### config.mk
export PLATFORM = sky130hd
export DESIGN_NAME = matrix_multiply_4x4_core
export DESIGN_NICKNAME = d
export VERILOG_FILES = /design/src/rtl/mm4x4_pkg.sv /design/src/rtl/mm4x4_mem.sv /design/src/rtl/mm4x4_seq.sv /design/src/rtl/mm4x4_mac.sv /design/src/rtl/matrix_multiply_4x4_core.sv
export VERILOG_INCLUDE_DIRS = /design/src /design/src/rtl
export SDC_FILE = /design/constraint.sdc
export NUM_CORES = 2
export LEC_CHECK = 0
export BUFFER_PORTS_ARGS = -buffer_cell sky130_fd_sc_hd__buf_2
export CORE_ASPECT_RATIO = 2
export CORE_MARGIN = 5
export CORE_UTILIZATION = 58
export DETAILED_ROUTE_END_ITERATION = 8
export PLACE_DENSITY = 0.81
export SLEW_MARGIN = 20
export SYNTH_ARGS = -nofsm -noshare
export SYNTH_HDL_FRONTEND = slang
export SYNTH_SLANG_ARGS = --single-unit
### constraint.sdc
create_clock -name clk -period 15.93 [get_ports clk]
set_input_delay 4.779 -clock clk [delete_from_list [all_inputs] [get_ports clk]]
set_output_delay 4.779 -clock clk [all_outputs]
set_load 0.05 [all_outputs]
### src/rtl/matrix_multiply_4x4_core_assert.svh
// Assertion macros for the matrix multiply core.
`ifndef MATRIX_MULTIPLY_4X4_CORE_ASSERT_SVH
`define MATRIX_MULTIPLY_4X4_CORE_ASSERT_SVH

// Same-cycle implication, sampled on clk, off during reset.
`define MM_ASSERT_NOW(lbl, ante, cons, msg) \
	lbl: assert property (@(posedge clk) disable iff (!arst_n) (ante) |-> (cons)) \
		else $error(msg);

// Next-cycle implication, sampled on clk, off during reset.
`define MM_ASSERT_NEXT(lbl, ante, cons, msg) \
	lbl: assert property (@(posedge clk) disable iff (!arst_n) (ante) |=> (cons)) \
		else $error(msg);

`endif

### src/rtl/mm4x4_pkg.sv
// Shared types and constants for the matrix multiply core.
`timescale 1ns / 1ps

package mm4x4_pkg;

	localparam int VAL_W = 32;
	localparam int IDX_W = 2;

	localparam logic [1:0] OP_LOAD_LEFT  = 2'd0;
	localparam logic [1:0] OP_LOAD_RIGHT = 2'd1;
	localparam logic [1:0] OP_MULTIPLY   = 2'd2;

	typedef struct packed {
		logic [1:0]              opcode;
		logic [IDX_W-1:0]        row;
		logic [IDX_W-1:0]        col;
		logic signed [VAL_W-1:0] value;
	} cmd_item_t;

	typedef struct packed {
		logic [IDX_W-1:0]        out_row;
		logic [IDX_W-1:0]        out_col;
		logic signed [VAL_W-1:0] out_value;
		logic                    last;
	} rsp_item_t;

	// Tag that travels with each pair of operands read from the stores.
	typedef struct packed {
		logic             first;
		logic             last;
		logic             elem_last;
		logic [IDX_W-1:0] row;
		logic [IDX_W-1:0] col;
	} mm4x4_tag_t;

endpackage

### src/rtl/mm4x4_mem.sv
// Synchronous single-port-read matrix store with per-entry valid bits.
`timescale 1ns / 1ps

module mm4x4_mem #(
	parameter int DEPTH = 16,
	parameter int AW    = 4
) (
	input  logic                                clk,
	input  logic                                arst_n,
	input  logic                                we,
	input  logic [AW-1:0]                       waddr,
	input  logic signed [mm4x4_pkg::VAL_W-1:0]  wdata,
	input  logic                                re,
	input  logic [AW-1:0]                       raddr,
	output logic signed [mm4x4_pkg::VAL_W-1:0]  rdata
);

	logic signed [mm4x4_pkg::VAL_W-1:0] mem [DEPTH];
	logic [DEPTH-1:0]                   vld_q;
	logic signed [mm4x4_pkg::VAL_W-1:0] rdata_q;
	logic                               rvld_q;

	always_ff @(posedge clk) begin
		if (we) begin
			mem[waddr] <= wdata;
		end
		if (re) begin
			rdata_q <= mem[raddr];
		end
	end

	always_ff @(posedge clk or negedge arst_n) begin
		if (!arst_n) begin
			vld_q  <= '0;
			rvld_q <= 1'b0;
		end else begin
			if (we) begin
				vld_q[waddr] <= 1'b1;
			end
			if (re) begin
				rvld_q <= vld_q[raddr];
			end
		end
	end

	// An entry never written reads as zero.
	assign rdata = rvld_q ? rdata_q : '0;

endmodule

### src/rtl/mm4x4_seq.sv
// Read sequencer: walks columns, rows and the inner index over both stores.
`timescale 1ns / 1ps

module mm4x4_seq #(
	parameter int DIM = 4,
	parameter int IW  = 2,
	parameter int AW  = 4
) (
	input  logic                  clk,
	input  logic                  arst_n,
	input  logic                  start,
	input  logic                  stall,
	output logic [AW-1:0]         left_addr,
	output logic [AW-1:0]         right_addr,
	output logic                  rd_en,
	output logic                  tag_vld_s1,
	output mm4x4_pkg::mm4x4_tag_t tag_s1,
	output logic                  busy
);

	typedef enum logic [1:0] {
		SEQ_IDLE = 2'b01,
		SEQ_RUN  = 2'b10
	} seq_state_t;

	localparam logic [IW-1:0] LAST_IDX = IW'(DIM - 1);

	seq_state_t    state_q;
	logic [IW-1:0] k_q;
	logic [IW-1:0] r_q;
	logic [IW-1:0] c_q;
	logic          k_last;
	logic          r_last;
	logic          c_last;
	logic          issue;

	assign k_last = (k_q == LAST_IDX);
	assign r_last = (r_q == LAST_IDX);
	assign c_last = (c_q == LAST_IDX);
	assign issue  = (state_q == SEQ_RUN) && !stall;

	assign left_addr  = AW'(int'(r_q) * DIM + int'(k_q));
	assign right_addr = AW'(int'(k_q) * DIM + int'(c_q));
	assign rd_en      = !stall;
	assign busy       = (state_q == SEQ_RUN) || tag_vld_s1;

	always_ff @(posedge clk or negedge arst_n) begin
		if (!arst_n) begin
			state_q    <= SEQ_IDLE;
			k_q        <= '0;
			r_q        <= '0;
			c_q        <= '0;
			tag_vld_s1 <= 1'b0;
		end else begin
			case (state_q)
				SEQ_IDLE: begin
					if (start) begin
						state_q <= SEQ_RUN;
						k_q     <= '0;
						r_q     <= '0;
						c_q     <= '0;
					end
				end
				SEQ_RUN: begin
					if (issue) begin
						k_q <= k_last ? '0 : k_q + 1'b1;
						if (k_last) begin
							r_q <= r_last ? '0 : r_q + 1'b1;
							if (r_last) begin
								c_q <= c_last ? '0 : c_q + 1'b1;
								if (c_last) begin
									state_q <= SEQ_IDLE;
								end
							end
						end
					end
				end
				default: begin
					state_q <= SEQ_IDLE;
				end
			endcase
			if (!stall) begin
				tag_vld_s1 <= (state_q == SEQ_RUN);
			end
		end
	end

	// Tag lines up with the registered read data of the stores.
	always_ff @(posedge clk) begin
		if (!stall) begin
			tag_s1.first     <= (k_q == '0);
			tag_s1.last      <= k_last;
			tag_s1.elem_last <= r_last && c_last;
			tag_s1.row       <= 2'(r_q);
			tag_s1.col       <= 2'(c_q);
		end
	end

endmodule

### src/rtl/mm4x4_mac.sv
// Multiply, accumulate, scale and saturate; holds the result register.
`timescale 1ns / 1ps

module mm4x4_mac #(
	parameter int DIM       = 4,
	parameter int FRAC_BITS = 16
) (
	input  logic                               clk,
	input  logic                               arst_n,
	input  logic                               tag_vld_s1,
	input  mm4x4_pkg::mm4x4_tag_t              tag_s1,
	input  logic signed [mm4x4_pkg::VAL_W-1:0] a_s1,
	input  logic signed [mm4x4_pkg::VAL_W-1:0] b_s1,
	output logic                               stall,
	output logic                               busy,
	output logic                               rsp_valid,
	input  logic                               rsp_ready,
	output mm4x4_pkg::rsp_item_t               rsp
);

	localparam int PW    = 2 * mm4x4_pkg::VAL_W;
	localparam int ACC_W = PW + $clog2(DIM);

	localparam logic signed [ACC_W-1:0] SAT_MAX = ACC_W'(64'sh0000_0000_7FFF_FFFF);
	localparam logic signed [ACC_W-1:0] SAT_MIN = ACC_W'(-64'sh0000_0000_8000_0000);

	logic signed [PW-1:0]    p_s2;
	logic                    vld_s2;
	mm4x4_pkg::mm4x4_tag_t   tag_s2;
	logic signed [ACC_W-1:0] acc_q;
	logic                    done_q;
	mm4x4_pkg::mm4x4_tag_t   tag_q;
	logic signed [ACC_W-1:0] scaled;
	logic signed [mm4x4_pkg::VAL_W-1:0] sat_val;

	// Hold the whole pipe while a finished element waits on a full output.
	assign stall = done_q && rsp_valid && !rsp_ready;
	assign busy  = vld_s2 || done_q;

	// Arithmetic shift floors the exact sum, then clamp to 32 bits.
	assign scaled = acc_q >>> FRAC_BITS;

	always_comb begin
		if (scaled > SAT_MAX) begin
			sat_val = SAT_MAX[mm4x4_pkg::VAL_W-1:0];
		end else if (scaled < SAT_MIN) begin
			sat_val = SAT_MIN[mm4x4_pkg::VAL_W-1:0];
		end else begin
			sat_val = scaled[mm4x4_pkg::VAL_W-1:0];
		end
	end

	always_ff @(posedge clk) begin
		if (!stall) begin
			p_s2   <= PW'(a_s1) * PW'(b_s1);
			tag_s2 <= tag_s1;
			if (vld_s2) begin
				acc_q <= tag_s2.first ? ACC_W'(p_s2) : acc_q + ACC_W'(p_s2);
				tag_q <= tag_s2;
			end
			if (done_q) begin
				rsp.out_row   <= tag_q.row;
				rsp.out_col   <= tag_q.col;
				rsp.out_value <= sat_val;
				rsp.last      <= tag_q.elem_last;
			end
		end
	end

	always_ff @(posedge clk or negedge arst_n) begin
		if (!arst_n) begin
			vld_s2    <= 1'b0;
			done_q    <= 1'b0;
			rsp_valid <= 1'b0;
		end else begin
			if (!stall) begin
				vld_s2 <= tag_vld_s1;
				done_q <= vld_s2 && tag_s2.last;
			end
			if (done_q && !stall) begin
				rsp_valid <= 1'b1;
			end else if (rsp_ready) begin
				rsp_valid <= 1'b0;
			end
		end
	end

endmodule

### src/rtl/matrix_multiply_4x4_core.sv
// Square matrix multiplier over two element stores, signed Q16.16 fixed point.
//
// Command channel (cmd_valid / cmd_ready / cmd): load-left and load-right
// items write one element each, and loads back to back are
// accepted every cycle. Indexes outside the matrix and the unused opcode are
// accepted and dropped. A multiply item emits DIM*DIM elements on the
// result channel (rsp_valid / rsp_ready / rsp), columns outer, rows inner,
// with last set on the bottom-right element.
// Both stores have a single read port and the inner products are read one
// pair per cycle, while the pipe is not held, into a shared
// multiply-accumulate unit. cmd_ready stays low until every element of
// the multiply has reached the output register.
// Reset clears both stores to zero through per-entry valid bits; the block
// accepts items right after reset. When the receiver stalls, the finished
// element waits in the output register while the pipe runs on; once the
// next element is finished, the whole read and accumulate pipe holds until
// the waiting item is taken.
`timescale 1ns / 1ps

`include "matrix_multiply_4x4_core_assert.svh"

module matrix_multiply_4x4_core #(
	parameter int DIM       = 4,
	parameter int FRAC_BITS = 16
) (
	input  logic                 clk,
	input  logic                 arst_n,
	input  logic                 cmd_valid,
	output logic                 cmd_ready,
	input  mm4x4_pkg::cmd_item_t cmd,
	output logic                 rsp_valid,
	input  logic                 rsp_ready,
	output mm4x4_pkg::rsp_item_t rsp
);

	localparam int DEPTH = DIM * DIM;
	localparam int IW    = $clog2(DIM);
	localparam int AW    = $clog2(DEPTH);

	logic                               cmd_acc;
	logic                               in_range;
	logic [AW-1:0]                      waddr;
	logic                               we_left;
	logic                               we_right;
	logic                               start;
	logic                               stall;
	logic                               seq_busy;
	logic                               mac_busy;
	logic                               rd_en;
	logic [AW-1:0]                      left_addr;
	logic [AW-1:0]                      right_addr;
	logic                               tag_vld_s1;
	mm4x4_pkg::mm4x4_tag_t              tag_s1;
	logic signed [mm4x4_pkg::VAL_W-1:0] a_s1;
	logic signed [mm4x4_pkg::VAL_W-1:0] b_s1;

	// Interlock: no new item while a multiply still reads the stores or has work in the accumulate pipe.
	assign cmd_ready = !seq_busy && !mac_busy;
	assign cmd_acc   = cmd_valid && cmd_ready;
	assign in_range  = (int'(cmd.row) < DIM) && (int'(cmd.col) < DIM);
	assign waddr     = AW'(int'(cmd.row) * DIM + int'(cmd.col));
	assign we_left   = cmd_acc && in_range && (cmd.opcode == mm4x4_pkg::OP_LOAD_LEFT);
	assign we_right  = cmd_acc && in_range && (cmd.opcode == mm4x4_pkg::OP_LOAD_RIGHT);
	assign start     = cmd_acc && (cmd.opcode == mm4x4_pkg::OP_MULTIPLY);

	mm4x4_mem #(
		.DEPTH (DEPTH),
		.AW    (AW)
	) u_left (
		.clk    (clk),
		.arst_n (arst_n),
		.we     (we_left),
		.waddr  (waddr),
		.wdata  (cmd.value),
		.re     (rd_en),
		.raddr  (left_addr),
		.rdata  (a_s1)
	);

	mm4x4_mem #(
		.DEPTH (DEPTH),
		.AW    (AW)
	) u_right (
		.clk    (clk),
		.arst_n (arst_n),
		.we     (we_right),
		.waddr  (waddr),
		.wdata  (cmd.value),
		.re     (rd_en),
		.raddr  (right_addr),
		.rdata  (b_s1)
	);

	mm4x4_seq #(
		.DIM (DIM),
		.IW  (IW),
		.AW  (AW)
	) u_seq (
		.clk        (clk),
		.arst_n     (arst_n),
		.start      (start),
		.stall      (stall),
		.left_addr  (left_addr),
		.right_addr (right_addr),
		.rd_en      (rd_en),
		.tag_vld_s1 (tag_vld_s1),
		.tag_s1     (tag_s1),
		.busy       (seq_busy)
	);

	mm4x4_mac #(
		.DIM       (DIM),
		.FRAC_BITS (FRAC_BITS)
	) u_mac (
		.clk        (clk),
		.arst_n     (arst_n),
		.tag_vld_s1 (tag_vld_s1),
		.tag_s1     (tag_s1),
		.a_s1       (a_s1),
		.b_s1       (b_s1),
		.stall      (stall),
		.busy       (mac_busy),
		.rsp_valid  (rsp_valid),
		.rsp_ready  (rsp_ready),
		.rsp        (rsp)
	);

	`MM_ASSERT_NEXT(a_mul_blocks, start, !cmd_ready, "multiply did not block the command channel")
	`MM_ASSERT_NEXT(a_load_free, cmd_acc && !start, cmd_ready, "load left the block busy")
	`MM_ASSERT_NOW(a_stall_full, stall, rsp_valid && !rsp_ready, "pipe held without a waiting item")
	`MM_ASSERT_NOW(a_last_pos, rsp_valid && rsp.last, (rsp.out_row == 2'(DIM - 1)) && (rsp.out_col == 2'(DIM - 1)), "last flag on wrong element")

endmodule
==> flow_metrics.py <==
metrics = {
    "pwr": {
        "power.share.clock_pct": 18.2,
        "power.density_nw_per_um2": 155,
        "netSwitchingPower_mw": 6.39,
        "power_mw": 14.7,
        "leakagePower_nw": 37.1,
        "cell_internal_pwr_mw": 8.28,
        "seqPwrFrac_pct": 29.1,
        "vdd_ir_drop_max_uv": 138,
        "combPwrFrac_pct": 52.7,
        "sw_frac_of_total_pct": 43.6,
    },
    "route": {
        "via_per_inst": 6.44,
        "postRouteWirelength_mm": 287,
        "count_of_vias_placed_by_the_detailed_router": 55900,
        "detail_route.drc_violations": 0,
        "routed_wire_length_per_instance_um": 33.1,
        "dr.first_iter.drc_count": 5844,
        "drt.antenna.violating_nets": 0,
        "firstDrtPassIters": 6,
    },
    "timing": {
        "setup-tns-final_ns": 0,
        "tightestPinTransition_ns": 1.23,
        "rsz0062_at_grt": "false",
        "timing.final.crit_share_pct": 65.2,
        "max-slew-margin-rel_pct": 18.0,
        "report.final.setup_viol": 0,
        "maxSlewViolCount": 0,
        "clock_skew_ns": 0.0550,
        "achievable-frequency_mhz": 96.2,
        "period_needed_ns": 10.39,
        "report.final.hold_viol_count": 0,
    },
    "synth": {
        "syn_nets": 8031,
        "synth_enable_flop_cells": 1274,
        "postSynthCellCount": 6653,
        "post_synthesis_instance_area_um2": 88200,
        "yosysTopAreaCellShare_pct": 43.4,
        "synth_warnings": 0,
        "synth-seq-cells": 1320,
        "syn-mean-instance-area_um2": 13.3,
        "synth_sequential_area_ratio_pct": 44.7,
        "netlist_top_cells_area": "sky130_fd_sc_hd__edfxtp_1 43%, sky130_fd_sc_hd__fa_1 25%, sky130_fd_sc_hd__mux4_2 8.4%, sky130_fd_sc_hd__inv_1 4.3%, sky130_fd_sc_hd__ha_1 3.6%",
        "synth.distinct_cells": 78,
        "synth_top_area_cell": "sky130_fd_sc_hd__edfxtp_1",
        "postSynth.asyncResetShare_pct": 3.48,
        "postSynth.topFlopCell": "sky130_fd_sc_hd__edfxtp_1",
        "post-synth-top-count-cell": "sky130_fd_sc_hd__edfxtp_1",
        "synthTopCellsByCount": "1274 x sky130_fd_sc_hd__edfxtp_1, 1083 x sky130_fd_sc_hd__fa_1, 1006 x sky130_fd_sc_hd__inv_1",
    },
    "cts": {
        "cts.clk_slew.worst_paths_ns": 0.07,
        "insertion_delay_ns": 0.76,
        "post_cts.repair.setup_buffers": 0,
        "tritoncts.num_buffers": 105,
        "number_of_sinks_driven_by_the_clock_tree": 1320,
        "cts-hold-fix-buffers": 0,
        "buffer_cell_driving_the_clock_tree_root": "sky130_fd_sc_hd__clkbuf_16",
        "cts_htree_levels": 3,
        "cts_resized": 0,
        "cts_tree": "yes",
        "ctsLongestPathBuffers": 3,
    },
    "floorplanning": {
        "die_height_um": 561,
        "chipWidth_um": 286,
        "starting_density_pct": 58.2,
        "boundaryPins": 81,
        "floorplan.die_area_um2": 160000,
        "floorplan.core_area_um2": 151000,
        "std_cell_rows": 202,
    },
    "min_path": {
        "timing.hold.worst_path_depth": 0,
        "hold_end": "u_mac.tag_q[4]",
        "hold_path_class": "register to register",
        "hold_start": "u_mac.tag_s2[4]",
    },
    "global_route": {
        "grt_pass1_wl_mm": 411,
        "grt_max_degree": 142,
        "gr-usage-met2_pct": 62.6,
        "number_of_global_route_vias_before_repair": 61100,
        "gr-max-usage-layer": "met2",
        "antenna_found_initial": 14,
        "grt_overflow": 0,
        "met3_usage_pct": 9.46,
        "global_route.usage.met1_pct": 34.8,
        "grtUsageTotal_pct": 36.3,
    },
    "placement": {
        "placedCellCount": 8475,
        "post-dp-hpwl_mm": 201,
        "port_buffers": 80,
        "gp_routability_congestion": 1.10,
    },
    "worst_setup_path": {
        "critical_path.startpoint_type": "register",
        "timing.critical_path.arrival_ns": 10.89,
        "maximum_fanout_along_the_worst_path": 55,
        "critical_path_class": "register to register",
        "rrSetupSlack_ns": 5.54,
        "worst_setup_path_end_kind": "register",
        "cp.required_ns": 16.43,
        "timing.rr.start": "u_right.rvld_q",
        "critical_path.reg2reg.endpoint": "u_mac.p_s2[62]",
        "r2r_cells": 26,
    },
    "flow_run": {
        "timing.max_cap.violations": 0,
    },
    "cells_and_area": {
        "drive_gt1_share_pct": 12.3,
        "final_cell_count_no_fill": 8680,
        "finalNetCount": 8022,
        "areaGrowthSynthToFinish_pct": 7.25,
    },
    "status": {
        "outcome": "completed",
    },
}
[kinds of logic (layout without fill, tap and decap cells)]
kind of cell	Yosys count	in the layout	synth area share (%)
muxes	338	338	8.53
DFF	1320	1320	44.7
and+or+nand+nor	1692	1692	7.95
adders and majority gates	1336	1336	28.2
buffers and inverters	1338	1416	5.71
other	0	11	0
xor gates and xnor gates	126	126	1.25
AOI/OAI and AO/OA	503	503	3.69
[sequential cells by signal (all words and copies together), names as in the netlist, 32 cells and up]
name and flops:
u_right.rdata_q 32, u_mac.p_s2 64, u_left.rdata_q 32, u_left.mem 512, u_mac.acc_q 66, u_mac.rsp 37
u_right.mem 512
[stage by stage]
step	area [um^2]	utilization [%]	hold slack [ns]	worst slack [ns]
after floorplan	88200	-	0.400	5.06
after global placement	91100	60.2	0.407	5.72
after detailed placement	91100	60.2	0.408	5.68
after CTS	94500	62.4	0.427	5.64
after global routing	94600	62.5	0.433	5.07
final	94600	62.5	0.427	5.54
[power groups by stage]
stage | registers (mW) | logic, mW | clock network (mW)
final | 4.27 | 7.73 | 2.67
after detailed placement | 4.34 | 7.45 | 0
after CTS | 4.26 | 7.49 | 2.70
after global placement | 4.33 | 7.27 | 0
after floorplan | 4.27 | 5.01 | 0
after global routing | 4.28 | 8.34 | 2.85
[layout make-up]
type,count,area [um^2]
tap,1938,2420
antenna,11,27.5
clock buffer,121,2720
inverter,1007,3780
sequential,1320,39400
clock inverter,73,741
multi-input combinational,3995,44000
timing repair buffer,215,1430
fill,10900,56800
[worst max-delay path: stages (launching register included)]
cell and delay (ns):
sky130_fd_sc_hd__dfrtp_2 0.58, sky130_fd_sc_hd__buf_4 0.57, sky130_fd_sc_hd__and2_1 0.59, sky130_fd_sc_hd__nand2_1 0.25
sky130_fd_sc_hd__inv_1 0.14, sky130_fd_sc_hd__fa_1 0.40, sky130_fd_sc_hd__inv_1 0.25, sky130_fd_sc_hd__fa_1 0.46
sky130_fd_sc_hd__inv_1 0.25, sky130_fd_sc_hd__fa_1 0.51, sky130_fd_sc_hd__fa_1 1.05, sky130_fd_sc_hd__inv_1 0.47
sky130_fd_sc_hd__fa_1 0.61, sky130_fd_sc_hd__inv_1 0.06, sky130_fd_sc_hd__fa_1 0.56, sky130_fd_sc_hd__fa_1 0.43
sky130_fd_sc_hd__fa_1 0.48, sky130_fd_sc_hd__ha_1 0.35, sky130_fd_sc_hd__a21o_1 0.18, sky130_fd_sc_hd__a21o_1 0.19
sky130_fd_sc_hd__a21o_1 0.18, sky130_fd_sc_hd__a21oi_1 0.18, sky130_fd_sc_hd__nor2_1 0.06, sky130_fd_sc_hd__a211oi_1 0.65
sky130_fd_sc_hd__o31ai_1 0.28, sky130_fd_sc_hd__mux2i_1 0.21, sky130_fd_sc_hd__o2111ai_1 0.13
[how the worst max path moves through the flow]
stage,start,to,slack [ns]
3_3_place_gp,u_right.rvld_q,u_mac.p_s2[62],5.72
2_1_floorplan,rsp_ready,u_mac.acc_q[0],5.06
6_report,u_right.rvld_q,u_mac.p_s2[62],5.54
4_1_cts,u_right.rvld_q,u_mac.p_s2[62],5.64
3_5_place_dp,u_right.rvld_q,u_mac.p_s2[62],5.68
5_1_grt,u_right.rvld_q,u_mac.p_s2[62],5.07
[cells in the final DEF (no fill, tap or decap), drive strengths merged, types with 48 or more instances in the layout]
cell type,instances
fa,1083
a21oi,148
o21ai,140
nor2,689
and2,72
clkbuf,121
buf,215
mux4,330
ha,253
inv,1014
nand2,728
a21o,68
clkinv,48
xnor2,83
edfxtp,1274
[routing by layer]
metal  part of all wire, %  vias up  wire, um
li1                      -    22200         -
met1                    27    28500     78700
met2                    50     3686    145000
met3                   9.1     1539     26200
met4                    13        4     37300
met5                 0.012        -        34
Power figures use the tool's default switching activity.
